--- src/design/nrn_pkg.sv ---
// Shared constants and types for the nearest resize normalize core.
package nrn_pkg;

  localparam int STORE_DEPTH = 65536;
  localparam int ADDR_W      = $clog2(STORE_DEPTH);

  localparam int DIV_NW = 40;
  localparam int DIV_DW = 16;

  localparam logic [32:0] RECIP_255 = 33'h101010101;

  localparam logic [2:0] REG_INPUT_HEIGHT    = 3'd0;
  localparam logic [2:0] REG_INPUT_WIDTH     = 3'd1;
  localparam logic [2:0] REG_INPUT_CHANNELS  = 3'd2;
  localparam logic [2:0] REG_OUTPUT_HEIGHT   = 3'd3;
  localparam logic [2:0] REG_OUTPUT_WIDTH    = 3'd4;
  localparam logic [2:0] REG_OUTPUT_CHANNELS = 3'd5;
  localparam logic [2:0] REG_TOTAL_OUTPUTS   = 3'd6;

  localparam logic KIND_WRITE = 1'b0;
  localparam logic KIND_FETCH = 1'b1;

  typedef struct packed {
    logic        kind;
    logic [15:0] waddr;
    logic [15:0] wdata;
    logic        idx_bad;
    logic        zero_dim;
  } side_t;

  typedef struct packed {
    logic        kind;
    logic        bad;
    logic [23:0] src;
  } tail_t;

endpackage

--- src/design/nrn_div.sv ---
// Pipelined restoring divider, one quotient bit per stage.
module nrn_div (
  input  logic                        clk,
  input  logic                        en,
  input  logic [nrn_pkg::DIV_NW-1:0]  dividend,
  input  logic [nrn_pkg::DIV_DW-1:0]  divisor,
  output logic [nrn_pkg::DIV_NW-1:0]  quotient,
  output logic [nrn_pkg::DIV_DW-1:0]  remainder
);

  localparam int NW = nrn_pkg::DIV_NW;
  localparam int DW = nrn_pkg::DIV_DW;

  logic [DW-1:0] rem_q     [NW];
  logic [NW-1:0] work_q    [NW];
  logic [DW-1:0] dvs_q     [NW];
  logic [DW-1:0] rem_next  [NW];
  logic [NW-1:0] work_next [NW];
  logic [DW-1:0] dvs_next  [NW];

  always_comb begin
    logic [DW-1:0] r_in;
    logic [DW-1:0] d_in;
    logic [NW-1:0] w_in;
    logic [DW:0]   t;
    for (int k = 0; k < NW; k++) begin
      if (k == 0) begin
        r_in = '0;
        w_in = dividend;
        d_in = divisor;
      end else begin
        r_in = rem_q[k-1];
        w_in = work_q[k-1];
        d_in = dvs_q[k-1];
      end
      t = {r_in, w_in[NW-1]};
      if (t >= {1'b0, d_in}) begin
        rem_next[k]  = DW'(t - {1'b0, d_in});
        work_next[k] = {w_in[NW-2:0], 1'b1};
      end else begin
        rem_next[k]  = t[DW-1:0];
        work_next[k] = {w_in[NW-2:0], 1'b0};
      end
      dvs_next[k] = d_in;
    end
  end

  always_ff @(posedge clk) begin
    if (en) begin
      for (int k = 0; k < NW; k++) begin
        rem_q[k]  <= rem_next[k];
        work_q[k] <= work_next[k];
        dvs_q[k]  <= dvs_next[k];
      end
    end
  end

  assign quotient  = work_q[NW-1];
  assign remainder = rem_q[NW-1];

endmodule

--- config.mk ---
export PLATFORM = sky130hd
export DESIGN_NAME = nrn_div
export DESIGN_NICKNAME = d
export VERILOG_FILES = /design/src/design/nrn_pkg.sv /design/src/design/nrn_div.sv
export SDC_FILE = /design/constraint.sdc
export NUM_CORES = 2
export LEC_CHECK = 0
export ABC_CLOCK_PERIOD_IN_PS = 8920
export BUFFER_PORTS_ARGS = -buffer_cell sky130_fd_sc_hd__buf_2
export CAP_MARGIN = 25
export CORE_MARGIN = 2
export CORE_UTILIZATION = 61
export CTS_CLUSTER_DIAMETER = 40
export DETAILED_ROUTE_END_ITERATION = 10
export PLACE_DENSITY = 0.84
export REMOVE_ABC_BUFFERS = 1
export SLEW_MARGIN = 10
export SYNTH_ARGS = -nofsm -noshare
export SYNTH_HDL_FRONTEND = slang
export SYNTH_SLANG_ARGS = --single-unit
--- constraint.sdc ---
create_clock -name clk -period 8.92 [get_ports clk]
set_input_delay 1.784 -clock clk [delete_from_list [all_inputs] [get_ports clk]]
set_output_delay 1.784 -clock clk [all_outputs]
set_load 0.01 [all_outputs]
**After elaboration in Yosys (flattened, before gate mapping)**

Memory sizes are Yosys's and may differ from the RTL's.
Cells that the tools add are included.

- Word-level logic and storage cells: 165
- Memories kept: 3
- RAM bits: 2,880
- Output and inout bits: 56
- Register bits after elaboration: 0

- Muxes and demuxes: 82
- $add $sub $neg: 40
- Magnitude comparators: 40

Memory list:

| name | words | bits a word | rd ports | clocked after Yosys merged registers in | write ports | line | source |
|---|---|---|---|---|---|---|---|
| work_q | 40 | 40 | 40 | 0 | 40 | nrn_div.sv:15 | `logic [NW-1:0] work_q [NW];` |
| dvs_q | 40 | 16 | 39 | 0 | 40 | nrn_div.sv:16 | `logic [DW-1:0] dvs_q [NW];` |
| rem_q | 40 | 16 | 40 | 0 | 40 | nrn_div.sv:14 | `logic [DW-1:0] rem_q [NW];` |

Operators with widths:

| kind | count |
|---|---|
| greater-or-equal comparator 17 x 16 -> 1 bit | 39 |
| 2-to-1 mux 16 bit | 40 |
| subtractor 16 bit | 39 |
| 2-to-1 mux 1 bit | 42 |
| greater-or-equal comparator 1 x 16 -> 1 bit | 1 |
| subtractor 1 x 16 -> 16 bit | 1 |

**Longest topological paths before layout**

- Depth in word-level cells: 2
- Depth in mapped cells: 13
- Gate-level depth less buffers: 12

**Least setup slack after synthesis**

No wires, ideal clock.

- Path kind: input to register
- Start: in dividend[39] (netlist name)
- End: mem rem_q[0][0] (netlist name), data pin
- Path buffers: 2
- Required time: 8.653 ns
- Stages on the path: 9
- Setup time: 0.267 ns
- Path slack: 5.245 ns
- Data arrival time: 3.408 ns
- Cell sequence: inv_1 ha_1 clkbuf_1 inv_1 ha_1 a21oi_1 nor4_1 clkbuf_1 a21oi_1

RTL lines:

| element | line | source |
|---|---|---|
| start: declaration | nrn_div.sv:5 | `input logic [nrn_pkg::DIV_NW-1:0] dividend,` |
| end: declaration | nrn_div.sv:14 |  |

==> results_dict.tcl <==
set metrics [dict create \
    outcome "completed" \
    skew_ns 0.0649 \
    drtIter0Drc 6167 \
    fmax_ghz 0.252 \
    drive_above_1_share 0.134 \
    grt_pass1_wl_mm 350 \
    syn-instance-count 8264 \
    setup_tns_ns 0 \
    dr.pass1.iters 6 \
    portBuffers 113 \
    ys_seq_area_frac 0.698 \
    drv_slew 0 \
    crit_start "dvs_q[2][1]$_DFFE_PP_" \
    slowest_stage "a2111oi_4" \
    period_needed_ns 3.96 \
    cts_tree "yes" \
    ys_warn_count 0 \
    cpPeakStageDelay_ns 0.62 \
    crit_end "rem_q[2][26]$_DFFE_PP_" \
    final_cell_mix "edfxtp_1, inv_1, ha_1, a21oi_1, nor2_1" \
    syn_area_um2 123000 \
    grt_max_degree 204 \
    tightest_slew_ns 1.21 \
    core-area_um2 200000 \
    dieArea_um2 206000 \
    io-pin-count 114 \
    post_cts_resize_count 0 \
    via_count 66900 \
    vias_per_cell 5.76 \
    post_cts_buffers 0 \
    grtUsageTotal 0.212 \
    grt_pass1_vias 67300 \
    hpwlAfterDp_mm 140 \
    path_class "reg -> reg" \
    hold_viol_final 0 \
    cellLeakagePower_nw 53.5 \
    irDropWorstVdd_mv 0.215 \
    gp_congestion 0.910 \
    crit_fanout 11 \
    mostFrequentLayoutCell "edfxtp_1" \
    critPathBufInv 2 \
    synth-main-ff-cell "edfxtp_1" \
    final-seq-area_um2 86000 \
    worst-path-stages 12 \
    synth_edf_count 2864 \
    synth_top_area_frac 0.698 \
    final_nets 9397 \
    start_util 0.615 \
    clk_latency_ns 0.96 \
    dieHeight_um 453 \
    wirelength_mm 218 \
    total_power_w 0.0495 \
    cts_buffers 382 \
    async_flop_share 0 \
    multi_input_area_um2 33300 \
    start_kind "register" \
    ys_types 88 \
    path_clk_slew_ns 0.06 \
    synth_area_per_cell_um2 14.9 \
    rows 164 \
    antenna_found_initial 4 \
    clock_path_buffers 4 \
    cp.arrival_ns 4.62 \
    ff2ff_path_depth 12 \
    synth.ff_latch_count 2864 \
    synth_largest_area_cell "edfxtp_1" \
    timing.final.crit_share 0.444 \
    p_per_area_nw_per_um2 355 \
    drc 0 \
    clock_sinks 2864 \
    root_buffer "clkbuf_16" \
    r2r-end "rem_q[2][26]$_DFFE_PP_" \
    synth_area_leaders "edfxtp_1, ha_1, mux2_2" \
    cp-end-kind "register" \
    regToRegStartpoint "dvs_q[2][1]$_DFFE_PP_" \
    ant_nets 0 \
    relSlewSlack 0.194 \
    nFillCells 12700 \
    maxCapViolCount 0 \
    setup_violations 0 \
    routedWlPerCell_um 18.8 \
    area_delta_synth_final_pct 13.3 \
    timing.hold.worst.class "reg -> reg" \
    hold_buffers 0 \
    cp_top_family "compound AO/OA/AOI/OAI gates" \
    rsz0062_at_grt "no" \
    crit_chain "inv_1 > ha_1 > nor2b_1 > o21ai_1 > a21boi_0 > o21ai_0 > a21boi_1 > a221oi_2 > a2111oi_2 > a2111oi_4 > buf_6 > mux2_1" \
    r2r_slack_ns 4.96 \
    overflow 0 \
    critPathRequiredTime_ns 9.58 \
    die_w_um 453 \
    htree_levels 5 \
]
==> cell type report <==
type | instances | area share
clock inverters | 250 | 0.0188
repair buffers | 173 | 0.00916
multi-input cells | 4421 | 0.239
well taps | 2656 | 0.0238
inverters | 832 | 0.0224
diodes | 3 | 0.0000538
flip-flops and latches | 2864 | 0.616
clock buffers | 425 | 0.0706
==> synth_stat cells (55+ instances only) <==
| cell | number |
|---|---|
| edfxtp_1 | 2864 |
| inv_1 | 831 |
| ha_1 | 626 |
| a21oi_1 | 438 |
| nor2_1 | 400 |
| o21ai_0 | 379 |
| nand2_1 | 365 |
| mux2_2 | 331 |
| xnor2_1 | 283 |
| xor2_1 | 151 |
| a21o_1 | 142 |
| nor3_1 | 111 |
| nor2b_1 | 105 |
| o21a_1 | 94 |
| nand3_1 | 86 |
| nand2b_1 | 77 |
| nand4_1 | 74 |
| clkbuf_1 | 65 |
| buf_4 | 57 |
| a31oi_1 | 55 |
==> metal layers <==
layer / track usage / part of all wire
met2: 0.361 / 0.50
met3: 0.0325 / 0.048
met5: 0 / 0.000083
met4: 0.0889 / 0.038
met1: 0.272 / 0.42
==> cells by family after synthesis <==
family          synth area share
compound gates            0.0785
xor+xnor                  0.0309
fa+ha+maj                 0.0699
buf+inv                   0.0322
flops                      0.698
mux                       0.0350
simple gates              0.0553
==> worst register-to-register path: cells and delay by family, from the launching register on <==
| family | cells | cell delay [ns] |
|---|---|---|
| buffers and inverters | 2 | 0.31 |
| AO/OA/AOI/OAI | 7 | 2.13 |
| AND/OR/NAND/NOR | 1 | 0.16 |
| multiplexers | 1 | 0.35 |
| flip-flops | 1 | 0.40 |
| adder cells (fa/ha/maj) | 1 | 0.31 |
==> through the flow <==
step                      hold slack [ns]  worst slack (ns)  cells   util  instance area, um^2
after floorplan                     0.400              4.45   8117      -               122000
final                               0.356              4.96  11600  0.697               140000
after CTS                           0.361              4.96  11600  0.696               139000
after detailed placement            0.405              4.63  10900  0.634               127000
after global placement              0.400              4.73  10900  0.634               127000
after global routing                0.374              4.73  11600  0.697               140000
==> how the worst min path moves through the flow <==
stage / cells past startpoint / slack, ns / startpoint / end
after floorplan: 0 / 0.40 / work_q[0][59]$_DFFE_PP_ / work_q[0][100]$_DFFE_PP_
after global placement: 0 / 0.40 / work_q[0][165]$_DFFE_PP_ / work_q[0][206]$_DFFE_PP_
after detailed placement: 0 / 0.40 / work_q[0][93]$_DFFE_PP_ / work_q[0][134]$_DFFE_PP_
after CTS: 0 / 0.36 / work_q[0][168]$_DFFE_PP_ / work_q[0][209]$_DFFE_PP_
after global routing: 0 / 0.37 / work_q[1][263]$_DFFE_PP_ / work_q[1][304]$_DFFE_PP_
final: 0 / 0.36 / work_q[2][149]$_DFFE_PP_ / work_q[2][190]$_DFFE_PP_
==> state kept, by name, summed over array words and instances (netlist names) <==
register  cells
dvs_q       624
rem_q       640
work_q     1600
==> power by group <==
group / internal, W / switching (W) / total (W)
Clock: 0.00903 / 0.00573 / 0.0148
Sequential: 0.0182 / 0.00126 / 0.0195
Combinational: 0.00693 / 0.00833 / 0.0153
Power figures use the tool's default switching activity.
